===== src/rtl/hhmm_pkg.sv =====
package hhmm_pkg;

   // Four BCD digits: [0] minute ones, [1] minute tens, [2] hour ones, [3] hour tens
   typedef logic [3:0][3:0] digits_type;

   // Item kinds carried on tuser
   localparam logic OP_TICK = 1'b0;
   localparam logic OP_KEY  = 1'b1;

   // Key codes
   localparam logic [2:0] KEY_WAKE   = 3'd0;
   localparam logic [2:0] KEY_FAST   = 3'd1;
   localparam logic [2:0] KEY_SLOW   = 3'd2;
   localparam logic [2:0] KEY_TOGGLE = 3'd3;
   localparam logic [2:0] KEY_OTHER  = 3'd4;

   // Register indexes on the configuration port
   localparam logic [1:0] REG_TICKS_PER_MINUTE   = 2'd0;
   localparam logic [1:0] REG_DISPLAY_HOLD_TICKS = 2'd1;
   localparam logic [1:0] REG_SLOW_SET_DIVISOR   = 2'd2;

   localparam logic [7:0] TICKS_PER_MINUTE_RESET   = 8'd120;
   localparam logic [4:0] DISPLAY_HOLD_TICKS_RESET = 5'd21;
   localparam logic [5:0] SLOW_SET_DIVISOR_RESET   = 6'd50;

   localparam digits_type TIME_RESET  = {4'd0, 4'd0, 4'd0, 4'd0};
   localparam digits_type ALARM_RESET = {4'd0, 4'd7, 4'd0, 4'd0};

   // Segment bits
   localparam logic [6:0] SEG_A = 7'h01;
   localparam logic [6:0] SEG_B = 7'h02;
   localparam logic [6:0] SEG_C = 7'h04;
   localparam logic [6:0] SEG_D = 7'h08;
   localparam logic [6:0] SEG_E = 7'h10;
   localparam logic [6:0] SEG_F = 7'h20;
   localparam logic [6:0] SEG_G = 7'h40;

   typedef struct packed {
      logic [7:0] ticks_per_minute;
      logic [4:0] display_hold_ticks;
      logic [5:0] slow_set_divisor;
   } cfg_type;

   typedef struct packed {
      logic [6:0] seg_minute_ones;
      logic [6:0] seg_minute_tens;
      logic [6:0] seg_hour_ones;
      logic [6:0] seg_hour_tens;
      logic       display_active;
      logic       blink_lit;
      logic       alarm_sounding;
      logic       editing_alarm_out;
   } rsp_type;

   // Seven-segment code of one BCD digit; non-decimal codes stay dark
   function automatic logic [6:0] seg_code(input logic [3:0] digit);
      logic [6:0] code;
      case (digit)
         4'd0: code = SEG_A | SEG_B | SEG_C | SEG_D | SEG_E | SEG_F;
         4'd1: code = SEG_B | SEG_C;
         4'd2: code = SEG_A | SEG_B | SEG_G | SEG_E | SEG_D;
         4'd3: code = SEG_A | SEG_B | SEG_G | SEG_C | SEG_D;
         4'd4: code = SEG_F | SEG_G | SEG_B | SEG_C;
         4'd5: code = SEG_A | SEG_F | SEG_G | SEG_C | SEG_D;
         4'd6: code = SEG_A | SEG_F | SEG_E | SEG_D | SEG_C | SEG_G;
         4'd7: code = SEG_A | SEG_B | SEG_C;
         4'd8: code = SEG_A | SEG_B | SEG_C | SEG_D | SEG_E | SEG_F | SEG_G;
         4'd9: code = SEG_G | SEG_F | SEG_A | SEG_B | SEG_C | SEG_D;
         default: code = '0;
      endcase
      return code;
   endfunction

endpackage


===== src/rtl/hhmm_minute_inc.sv =====
module hhmm_minute_inc (
   input  hhmm_pkg::digits_type digits,
   output hhmm_pkg::digits_type digits_inc
);

   // Ripple one minute through the BCD digits, wrapping 24:00 to 00:00
   always_comb begin
      hhmm_pkg::digits_type d;
      d = digits;
      d[0] = d[0] + 4'd1;
      if (d[0] > 4'd9) begin
         d[0] = 4'd0;
         d[1] = d[1] + 4'd1;
      end
      if (d[1] > 4'd5) begin
         d[1] = 4'd0;
         d[2] = d[2] + 4'd1;
      end
      if (d[2] > 4'd9) begin
         d[2] = 4'd0;
         d[3] = d[3] + 4'd1;
      end
      if (d[3] == 4'd2 && d[2] == 4'd4) begin
         d = '0;
      end
      digits_inc = d;
   end

endmodule


===== src/rtl/hhmm_csr.sv =====
module hhmm_csr (
   input  logic                clock,
   input  logic                reset,
   input  logic                csr_psel,
   input  logic                csr_penable,
   input  logic                csr_pwrite,
   input  logic [3:0]          csr_paddr,
   input  logic [31:0]         csr_pwdata,
   output logic [31:0]         csr_prdata,
   output logic                csr_pready,
   output hhmm_pkg::cfg_type   cfg
);

   logic [7:0] ticks_per_minute_ff;
   logic [4:0] display_hold_ticks_ff;
   logic [5:0] slow_set_divisor_ff;
   logic       write_en;

   assign csr_pready = 1'b1;
   assign write_en   = csr_psel & csr_penable & csr_pwrite;

   // Write registers on the access cycle
   always_ff @(posedge clock) begin
      if (reset) begin
         ticks_per_minute_ff   <= hhmm_pkg::TICKS_PER_MINUTE_RESET;
         display_hold_ticks_ff <= hhmm_pkg::DISPLAY_HOLD_TICKS_RESET;
         slow_set_divisor_ff   <= hhmm_pkg::SLOW_SET_DIVISOR_RESET;
      end else if (write_en) begin
         case (csr_paddr[3:2])
            hhmm_pkg::REG_TICKS_PER_MINUTE:   ticks_per_minute_ff   <= csr_pwdata[7:0];
            hhmm_pkg::REG_DISPLAY_HOLD_TICKS: display_hold_ticks_ff <= csr_pwdata[4:0];
            hhmm_pkg::REG_SLOW_SET_DIVISOR:   slow_set_divisor_ff   <= csr_pwdata[5:0];
            default: ;
         endcase
      end
   end

   // Read back
   always_comb begin
      case (csr_paddr[3:2])
         hhmm_pkg::REG_TICKS_PER_MINUTE:   csr_prdata = {24'd0, ticks_per_minute_ff};
         hhmm_pkg::REG_DISPLAY_HOLD_TICKS: csr_prdata = {27'd0, display_hold_ticks_ff};
         hhmm_pkg::REG_SLOW_SET_DIVISOR:   csr_prdata = {26'd0, slow_set_divisor_ff};
         default:                          csr_prdata = '0;
      endcase
   end

   assign cfg.ticks_per_minute   = ticks_per_minute_ff;
   assign cfg.display_hold_ticks = display_hold_ticks_ff;
   assign cfg.slow_set_divisor   = slow_set_divisor_ff;

endmodule


===== src/rtl/hhmm_core.sv =====
module hhmm_core (
   input  logic               clock,
   input  logic               reset,
   input  logic               step_en,
   input  logic               op,
   input  logic [2:0]         key,
   input  hhmm_pkg::cfg_type  cfg,
   output hhmm_pkg::rsp_type  result
);

   hhmm_pkg::digits_type time_ff, time_in;
   hhmm_pkg::digits_type alarm_ff, alarm_in;
   hhmm_pkg::digits_type inc_src, inc_out, shown;
   logic [7:0] tick_count_ff, tick_count_in;
   logic [5:0] slow_count_ff, slow_count_in;
   logic       editing_ff, editing_in;
   logic       blink_ff, blink_in;
   logic       match_ff, match_in;
   logic       silenced_ff, silenced_in;
   logic [4:0] countdown_ff, countdown_in;
   logic       display_on;
   logic       editing_key;

   assign display_on = (countdown_ff != 5'd0);

   // Edit mode as seen by a key event after a possible toggle
   assign editing_key = (display_on && key == hhmm_pkg::KEY_TOGGLE) ? ~editing_ff : editing_ff;

   // One shared minute incrementer: time on ticks, the edited digits on keys
   assign inc_src = (op == hhmm_pkg::OP_KEY && editing_key) ? alarm_ff : time_ff;

   hhmm_minute_inc u_minute_inc (
      .digits     (inc_src),
      .digits_inc (inc_out)
   );

   // Next state for the item on the input
   always_comb begin
      logic [7:0] tick_sum;
      logic [5:0] slow_sum;
      logic       advance;
      time_in       = time_ff;
      alarm_in      = alarm_ff;
      tick_count_in = tick_count_ff;
      slow_count_in = slow_count_ff;
      editing_in    = editing_ff;
      blink_in      = blink_ff;
      match_in      = match_ff;
      silenced_in   = silenced_ff;
      countdown_in  = countdown_ff;
      tick_sum      = tick_count_ff + 8'd1;
      slow_sum      = slow_count_ff + 6'd1;
      advance       = 1'b0;
      if (op == hhmm_pkg::OP_TICK) begin
         blink_in = editing_ff ? ~blink_ff : 1'b1;
         if (tick_sum >= cfg.ticks_per_minute) begin
            time_in       = inc_out;
            slow_count_in = '0;
            tick_count_in = '0;
         end else begin
            tick_count_in = tick_sum;
         end
         if (time_in == alarm_ff) begin
            match_in = 1'b1;
         end else begin
            match_in    = 1'b0;
            silenced_in = 1'b0;
         end
         if (display_on) begin
            countdown_in = countdown_ff - 5'd1;
         end
         if (countdown_in == 5'd0) begin
            editing_in = 1'b0;
         end
      end else begin
         if (display_on) begin
            editing_in = editing_key;
            if (key == hhmm_pkg::KEY_FAST) begin
               advance = 1'b1;
            end else if (key == hhmm_pkg::KEY_SLOW) begin
               slow_count_in = slow_sum;
               advance       = (slow_sum >= cfg.slow_set_divisor);
            end
            if (advance) begin
               slow_count_in = '0;
               if (editing_key) begin
                  alarm_in = inc_out;
               end else begin
                  time_in = inc_out;
               end
            end
         end
         countdown_in = cfg.display_hold_ticks;
         if (match_ff) begin
            silenced_in = 1'b1;
         end
      end
   end

   // Commit state on each accepted word
   always_ff @(posedge clock) begin
      if (reset) begin
         time_ff       <= hhmm_pkg::TIME_RESET;
         alarm_ff      <= hhmm_pkg::ALARM_RESET;
         tick_count_ff <= '0;
         slow_count_ff <= '0;
         editing_ff    <= 1'b0;
         blink_ff      <= 1'b0;
         match_ff      <= 1'b0;
         silenced_ff   <= 1'b0;
         countdown_ff  <= '0;
      end else if (step_en) begin
         time_ff       <= time_in;
         alarm_ff      <= alarm_in;
         tick_count_ff <= tick_count_in;
         slow_count_ff <= slow_count_in;
         editing_ff    <= editing_in;
         blink_ff      <= blink_in;
         match_ff      <= match_in;
         silenced_ff   <= silenced_in;
         countdown_ff  <= countdown_in;
      end
   end

   // Encode the digits on show from the updated state
   assign shown = editing_in ? alarm_in : time_in;

   assign result.seg_minute_ones   = hhmm_pkg::seg_code(shown[0]);
   assign result.seg_minute_tens   = hhmm_pkg::seg_code(shown[1]);
   assign result.seg_hour_ones     = hhmm_pkg::seg_code(shown[2]);
   assign result.seg_hour_tens     = hhmm_pkg::seg_code(shown[3]);
   assign result.display_active    = (countdown_in != 5'd0);
   assign result.blink_lit         = blink_in;
   assign result.alarm_sounding    = match_in & ~silenced_in;
   assign result.editing_alarm_out = editing_in;

endmodule


===== src/rtl/hhmm_alarm_clock_counter_unit.sv =====
// 24-hour HH:MM alarm clock with alarm, display hold and seven-segment output.
// Input stream (req_): one word per tick or key event; req_tuser is the kind
// (0 tick, 1 key), req_tdata[2:0] the key code, ignored for ticks.
// Result stream (rsp_): exactly one word per input word, carrying the segment
// codes of the four digits on show plus status flags; rsp_tuser is set when
// the digits shown are the alarm setting rather than the time.
// Configuration: APB-style port, always ready; ticks per minute at 0x0,
// display hold ticks at 0x4, slow-set divisor at 0x8. Write only while idle.
// The result appears on rsp_tvalid in the cycle after the word is taken.
// Throughput: one word per cycle; the whole update is a single pass through
// the BCD minute incrementer and compare, held in the result register.
// When the receiver stalls, the result register holds and req_tready drops
// until that result is taken; a word is accepted in the same cycle the held
// result leaves.
// Reset (synchronous, active high): time 00:00, alarm 07:00, display off,
// alarm quiet, registers at 120, 21 and 50, result register empty.
module hhmm_alarm_clock_counter_unit (
   input  logic        clock,
   input  logic        reset,
   // Input stream
   input  logic        req_tvalid,
   output logic        req_tready,
   input  logic [7:0]  req_tdata,    // [2:0] key, [7:3] zero
   input  logic        req_tuser,    // [0] op
   // Result stream
   output logic        rsp_tvalid,
   input  logic        rsp_tready,
   output logic [31:0] rsp_tdata,    // [6:0] seg_minute_ones, [13:7] seg_minute_tens,
                                     // [20:14] seg_hour_ones, [27:21] seg_hour_tens,
                                     // [28] display_active, [29] blink_lit,
                                     // [30] alarm_sounding, [31] zero
   output logic        rsp_tuser,    // [0] editing_alarm_out
   // Configuration port
   input  logic        csr_psel,
   input  logic        csr_penable,
   input  logic        csr_pwrite,
   input  logic [3:0]  csr_paddr,
   input  logic [31:0] csr_pwdata,
   output logic [31:0] csr_prdata,
   output logic        csr_pready
);

   hhmm_pkg::cfg_type cfg;
   hhmm_pkg::rsp_type result;
   logic              req_accept;
   logic              rsp_valid_ff, rsp_valid_in;
   logic [31:0]       rsp_tdata_ff;
   logic              rsp_tuser_ff;

   hhmm_csr u_csr (
      .clock       (clock),
      .reset       (reset),
      .csr_psel    (csr_psel),
      .csr_penable (csr_penable),
      .csr_pwrite  (csr_pwrite),
      .csr_paddr   (csr_paddr),
      .csr_pwdata  (csr_pwdata),
      .csr_prdata  (csr_prdata),
      .csr_pready  (csr_pready),
      .cfg         (cfg)
   );

   // Take a word whenever the result register is empty or being emptied
   assign req_tready = ~rsp_valid_ff | rsp_tready;
   assign req_accept = req_tvalid & req_tready;

   hhmm_core u_core (
      .clock   (clock),
      .reset   (reset),
      .step_en (req_accept),
      .op      (req_tuser),
      .key     (req_tdata[2:0]),
      .cfg     (cfg),
      .result  (result)
   );

   // Result register
   assign rsp_valid_in = req_accept | (rsp_valid_ff & ~rsp_tready);

   always_ff @(posedge clock) begin
      if (reset) begin
         rsp_valid_ff <= 1'b0;
      end else begin
         rsp_valid_ff <= rsp_valid_in;
      end
   end

   always_ff @(posedge clock) begin
      if (req_accept) begin
         rsp_tdata_ff <= {1'b0, result.alarm_sounding, result.blink_lit,
                          result.display_active, result.seg_hour_tens,
                          result.seg_hour_ones, result.seg_minute_tens,
                          result.seg_minute_ones};
         rsp_tuser_ff <= result.editing_alarm_out;
      end
   end

   assign rsp_tvalid = rsp_valid_ff;
   assign rsp_tdata  = rsp_tdata_ff;
   assign rsp_tuser  = rsp_tuser_ff;

`ifndef SYNTHESIS
   // An accepted word always leaves a result behind it
   a_accept_gives_result: assert property (@(posedge clock) disable iff (reset)
      (req_tvalid && req_tready) |=> rsp_tvalid)
      else $error("accepted word produced no result");

   // An empty result register never blocks the input
   a_ready_when_empty: assert property (@(posedge clock) disable iff (reset)
      !rsp_tvalid |-> req_tready)
      else $error("input stalled with an empty result register");

   // Shown digits stay decimal, so every digit lights at least one segment
   a_digits_decimal: assert property (@(posedge clock) disable iff (reset)
      rsp_tvalid |-> (rsp_tdata[6:0] != 7'd0 && rsp_tdata[13:7] != 7'd0 &&
                      rsp_tdata[20:14] != 7'd0 && rsp_tdata[27:21] != 7'd0))
      else $error("non-decimal digit on the display");
`endif

endmodule

===== config.mk =====
export PLATFORM = sky130hd
export DESIGN_NAME = hhmm_alarm_clock_counter_unit
export DESIGN_NICKNAME = d
export VERILOG_FILES = /design/src/rtl/hhmm_pkg.sv /design/src/rtl/hhmm_minute_inc.sv /design/src/rtl/hhmm_csr.sv /design/src/rtl/hhmm_core.sv /design/src/rtl/hhmm_alarm_clock_counter_unit.sv
export SDC_FILE = /design/constraint.sdc
export NUM_CORES = 1
export LEC_CHECK = 0
export BUFFER_PORTS_ARGS = -buffer_cell sky130_fd_sc_hd__clkbuf_2
export CAP_MARGIN = 25
export CORE_ASPECT_RATIO = 0.75
export CORE_MARGIN = 5
export CORE_UTILIZATION = 53
export DETAILED_ROUTE_END_ITERATION = 8
export PLACE_DENSITY = 0.78
export SYNTH_ARGS = -nofsm -noshare
export SYNTH_HDL_FRONTEND = slang
export SYNTH_SLANG_ARGS = --single-unit

===== constraint.sdc =====
create_clock -name clock -period 6.2 [get_ports clock]
set_clock_uncertainty 0.05 [all_clocks]
set_input_delay 0.93 -clock clock [delete_from_list [all_inputs] [get_ports clock]]
set_output_delay 0.93 -clock clock [all_outputs]
set_load 0.01 [all_outputs]

==> results by group <==
Global routing
  • GR peak layer: met1
  • Met3 global-route usage: 0.0654
  • Total grt overflow: 0
  • Largest net degree at the start of global routing: 76
  • Initial antenna violation count: 0
  • Met2 Resource Use GR: 0.339
  • First-pass GRT wire length: 36000 um
  • GRT Total Usage: 0.242
  • Vias in the first global route: 6815
  • Met1 Use GR: 0.368

CTS
  • Clock Path Buffers: 2
  • Skew-Pair Late Insertion Delay: 0.36 ns
  • Clock root cell: clkbuf_16
  • Reg clk slew, reported paths: 0.07 ns
  • CTS resizes: 0
  • CTS Buf Count: 9
  • CTS tree: done
  • CTS Sinks: 107
  • Setup bufs post-CTS: 0
  • CTS H-tree depth: 3
  • Hold Buf Count CTS: 0

Routing
  • DRC Markers: 0
  • Antenna viol nets, final: 0
  • Wirelength, routed: 22600 um
  • DR vias/cell: 6.02
  • Via Count: 7569
  • DR pass1 iterations: 5
  • Routed wire length per instance: 18.0 um
  • Initial DRC Count: 896

Critical path
  • Crit path cell chain: inv_1 -> ha_1 -> nor4b_4 -> or4_4 -> nand2_2 -> mux2i_1 -> inv_1 -> ha_1 -> nor2b_1 -> nor2_1 -> or2_2 -> a311o_1 -> a21oi_1 -> nor2_2 -> mux2_1 -> a21oi_1 -> o32ai_1 -> nor4_2 -> o21ai_1 -> nor3_1
  • Critical Path AT: 6.13 ns
  • Crit-path max FO: 6
  • Worst path bufs/invs: 2
  • Worst path slowest cell: or4_4
  • CP top delay family: simple AND/OR/NAND/NOR gates
  • Largest stage delay, worst path: 0.59 ns
  • CP endpoint kind: flip-flop
  • Crit Reg-Reg Startpoint: u_core.countdown_ff[0]$_SDFFE_PP0P_
  • CP Launch Type: flip-flop
  • Launch point of the critical path: u_core.countdown_ff[0]$_SDFFE_PP0P_
  • Crit Path Category: flip-flop to flip-flop
  • Critical path data required time: 6.30 ns

Timing
  • Worst Hold Slack: 0.417 ns
  • Endpoints failing hold: 0
  • Final Critical Period: 6.03 ns
  • Rel. slew slack: 0.425
  • Slew at the pin closest to its max-slew limit: 0.855 ns
  • Final Max Tran Viols: 0
  • TNS Setup: 0 ns
  • Fmax: 166 MHz
  • Fin crit share: 0.972
  • Final Setup Violations: 0
  • Unrepaired setup endpoints after global routing: false

Floorplan
  • Starting Density: 0.540
  • Die H: 118 um
  • Area of the core: 15200 um^2
  • Die area: 18100 um^2
  • Num rows: 39
  • Die W: 154 um
  • IO Pins: 120

Logic synthesis
  • Post-synth ARST share: 0
  • Yosys reg bits: 107
  • Sequential fraction of the synthesis area: 0.301
  • Cell Area, Synth: 8190 um^2
  • Netlist cell types: 90
  • Synth top cells by count: nand2_1 (123), nor2_1 (101), a21oi_1 (75), dfxtp_1 (75), ha_1 (47)
  • Most common cell in the netlist: nand2_1
  • Synth top area share: 0.183
  • Ys Warns: 0
  • Syn avg cell area: 8.17 um^2
  • Area leader, netlist: dfxtp_1
  • Main synth FF type: dfxtp_1
  • Synth Instances: 1003
  • Main area contributors after synthesis: dfxtp_1 (18%), edfxtp_1 (12%), ha_1 (7.2%)
  • Number of flops mapped to enable cells by yosys: 32

Placed design
  • Placer congestion estimate: 1.00
  • HPWL Detailed: 16400 um
  • Post-DP Area: 8610 um^2
  • IO buf count: 62

Cells and area
  • Layout fillers: 1387
  • Number of nets in the layout: 1146
  • Final Core Density: 0.589
  • Area grow syn2layout: 9.15%
  • Design area: 8940 um^2
  • Fraction of layout instances using a drive strength above 1: 0.143
  • Antenna Cells: 0

Outcome
  • Status: finished, final reports clean

Power
  • Pwr dens: 186 nW/um^2
  • Max VDD drop: 0.218 mV
  • Static leakage: 3.63 nW

Worst hold path
  • Hold Startpoint: u_core.match_ff$_SDFFE_PP0P_
  • Worst hold path class: flip-flop to flip-flop

Run
  • Max cap viols: 0
-- worst register-to-register path, stage by stage, from the launching register on --
cell and delay [ns]:
dfxtp_1 0.44, inv_1 0.11, ha_1 0.24, nor4b_4 0.18, or4_4 0.59, nand2_2 0.18
mux2i_1 0.26, inv_1 0.07, ha_1 0.27, nor2b_1 0.23, nor2_1 0.11, or2_2 0.33
a311o_1 0.35, a21oi_1 0.54, nor2_2 0.20, mux2_1 0.37, a21oi_1 0.16, o32ai_1 0.11
nor4_2 0.54, o21ai_1 0.18, nor3_1 0.29
-- registers in the layout, summed over array words and instances, names as in the netlist --
signal                       count
rsp_tdata                       31
rsp_tuser                        1
rsp_tvalid                       1
u_core.alarm_ff                 16
u_core.blink_ff                  1
u_core.countdown_ff              5
u_core.editing_ff                1
u_core.match_ff                  1
u_core.silenced_ff               1
u_core.slow_count_ff             6
u_core.tick_count_ff             8
u_core.time_ff                  16
u_csr.display_hold_ticks_ff      5
u_csr.slow_set_divisor_ff        6
u_csr.ticks_per_minute_ff        8
-- logic make-up after synthesis --
kind of cell / count (synthesis) / synth area share
flip-flops: 107 / 0.301
adder cells (fa/ha/maj): 47 / 0.0718
XOR/XNOR: 49 / 0.0524
buffers and inverters: 128 / 0.0753
AND/OR/NAND/NOR: 356 / 0.208
AO/OA/AOI/OAI: 267 / 0.233
other: 2 / 0.000917
multiplexers: 47 / 0.0584
-- final cells by class --
| class | count | area (um^2) | share of cell area |
|---|---|---|---|
| timing repair buffer | 91 | 526 | 0.0588 |
| clock buffer | 13 | 262 | 0.0293 |
| sequential | 107 | 2460 | 0.275 |
| clock inverter | 3 | 21.3 | 0.00238 |
| multi-input combinational | 793 | 5240 | 0.587 |
| tap | 205 | 256 | 0.0287 |
| inverter | 45 | 169 | 0.0189 |
-- power by group --
group | internal, W | total, W | leakage (nW) | switching, W
clock | 0.000298 | 0.000555 | 0.135 | 0.000257
combinational | 0.000122 | 0.000333 | 2.61 | 0.000211
sequential | 0.000761 | 0.000777 | 0.887 | 0.0000160
total | 0.00118 | 0.00167 | 3.63 | 0.000484
-- metal layers --
layer	vias to the layer above	wire length (um)
met5	-	0
met4	0	360
met3	36	2600
met2	383	9390
met1	3541	10300
li1	3609	-
-- worst paths after layout --
check,slack (ns),cells after the start,end
max reg2reg,0.17,20,rsp_tdata[30]$_DFFE_PP_
max,0.17,20,rsp_tdata[30]$_DFFE_PP_
min reg2reg,0.42,2,u_core.match_ff$_SDFFE_PP0P_
min,0.42,2,u_core.match_ff$_SDFFE_PP0P_
-- cells in the final DEF (no fill, tap or decap), types with 5 or more instances in the layout --
cell,instances
a211o_1,12
a211oi_1,11
a21boi_0,5
a21o_1,12
a21oi_1,74
a31oi_1,8
and3_1,8
buf_4,27
clkbuf_16,10
clkbuf_2,62
conb_1,26
dfxtp_1,75
edfxtp_1,32
ha_1,47
inv_1,41
mux2i_1,39
nand2_1,123
nand2b_1,13
nand3_1,27
nand3b_1,5
nand4_1,5
nor2_1,101
nor2b_1,12
nor3_1,18
nor3b_1,5
nor4_1,7
o211ai_1,11
o21ai_0,43
o21ai_1,12
o22ai_1,8
o31ai_1,7
or3_1,8
xnor2_1,29
xor2_1,20
-- stage by stage --
stage | total power [W] | setup slack, ns | std cells
finish | 0.00167 | 0.173 | 1257
global route | 0.00174 | 0.0480 | 1257
CTS | 0.00167 | 0.333 | 1255
detailed placement | 0.00112 | 0.142 | 1239
global placement | 0.00111 | 0.253 | 1238
floorplan | 0.00103 | 0.319 | 1027
(Power assumes the default switching activity.)
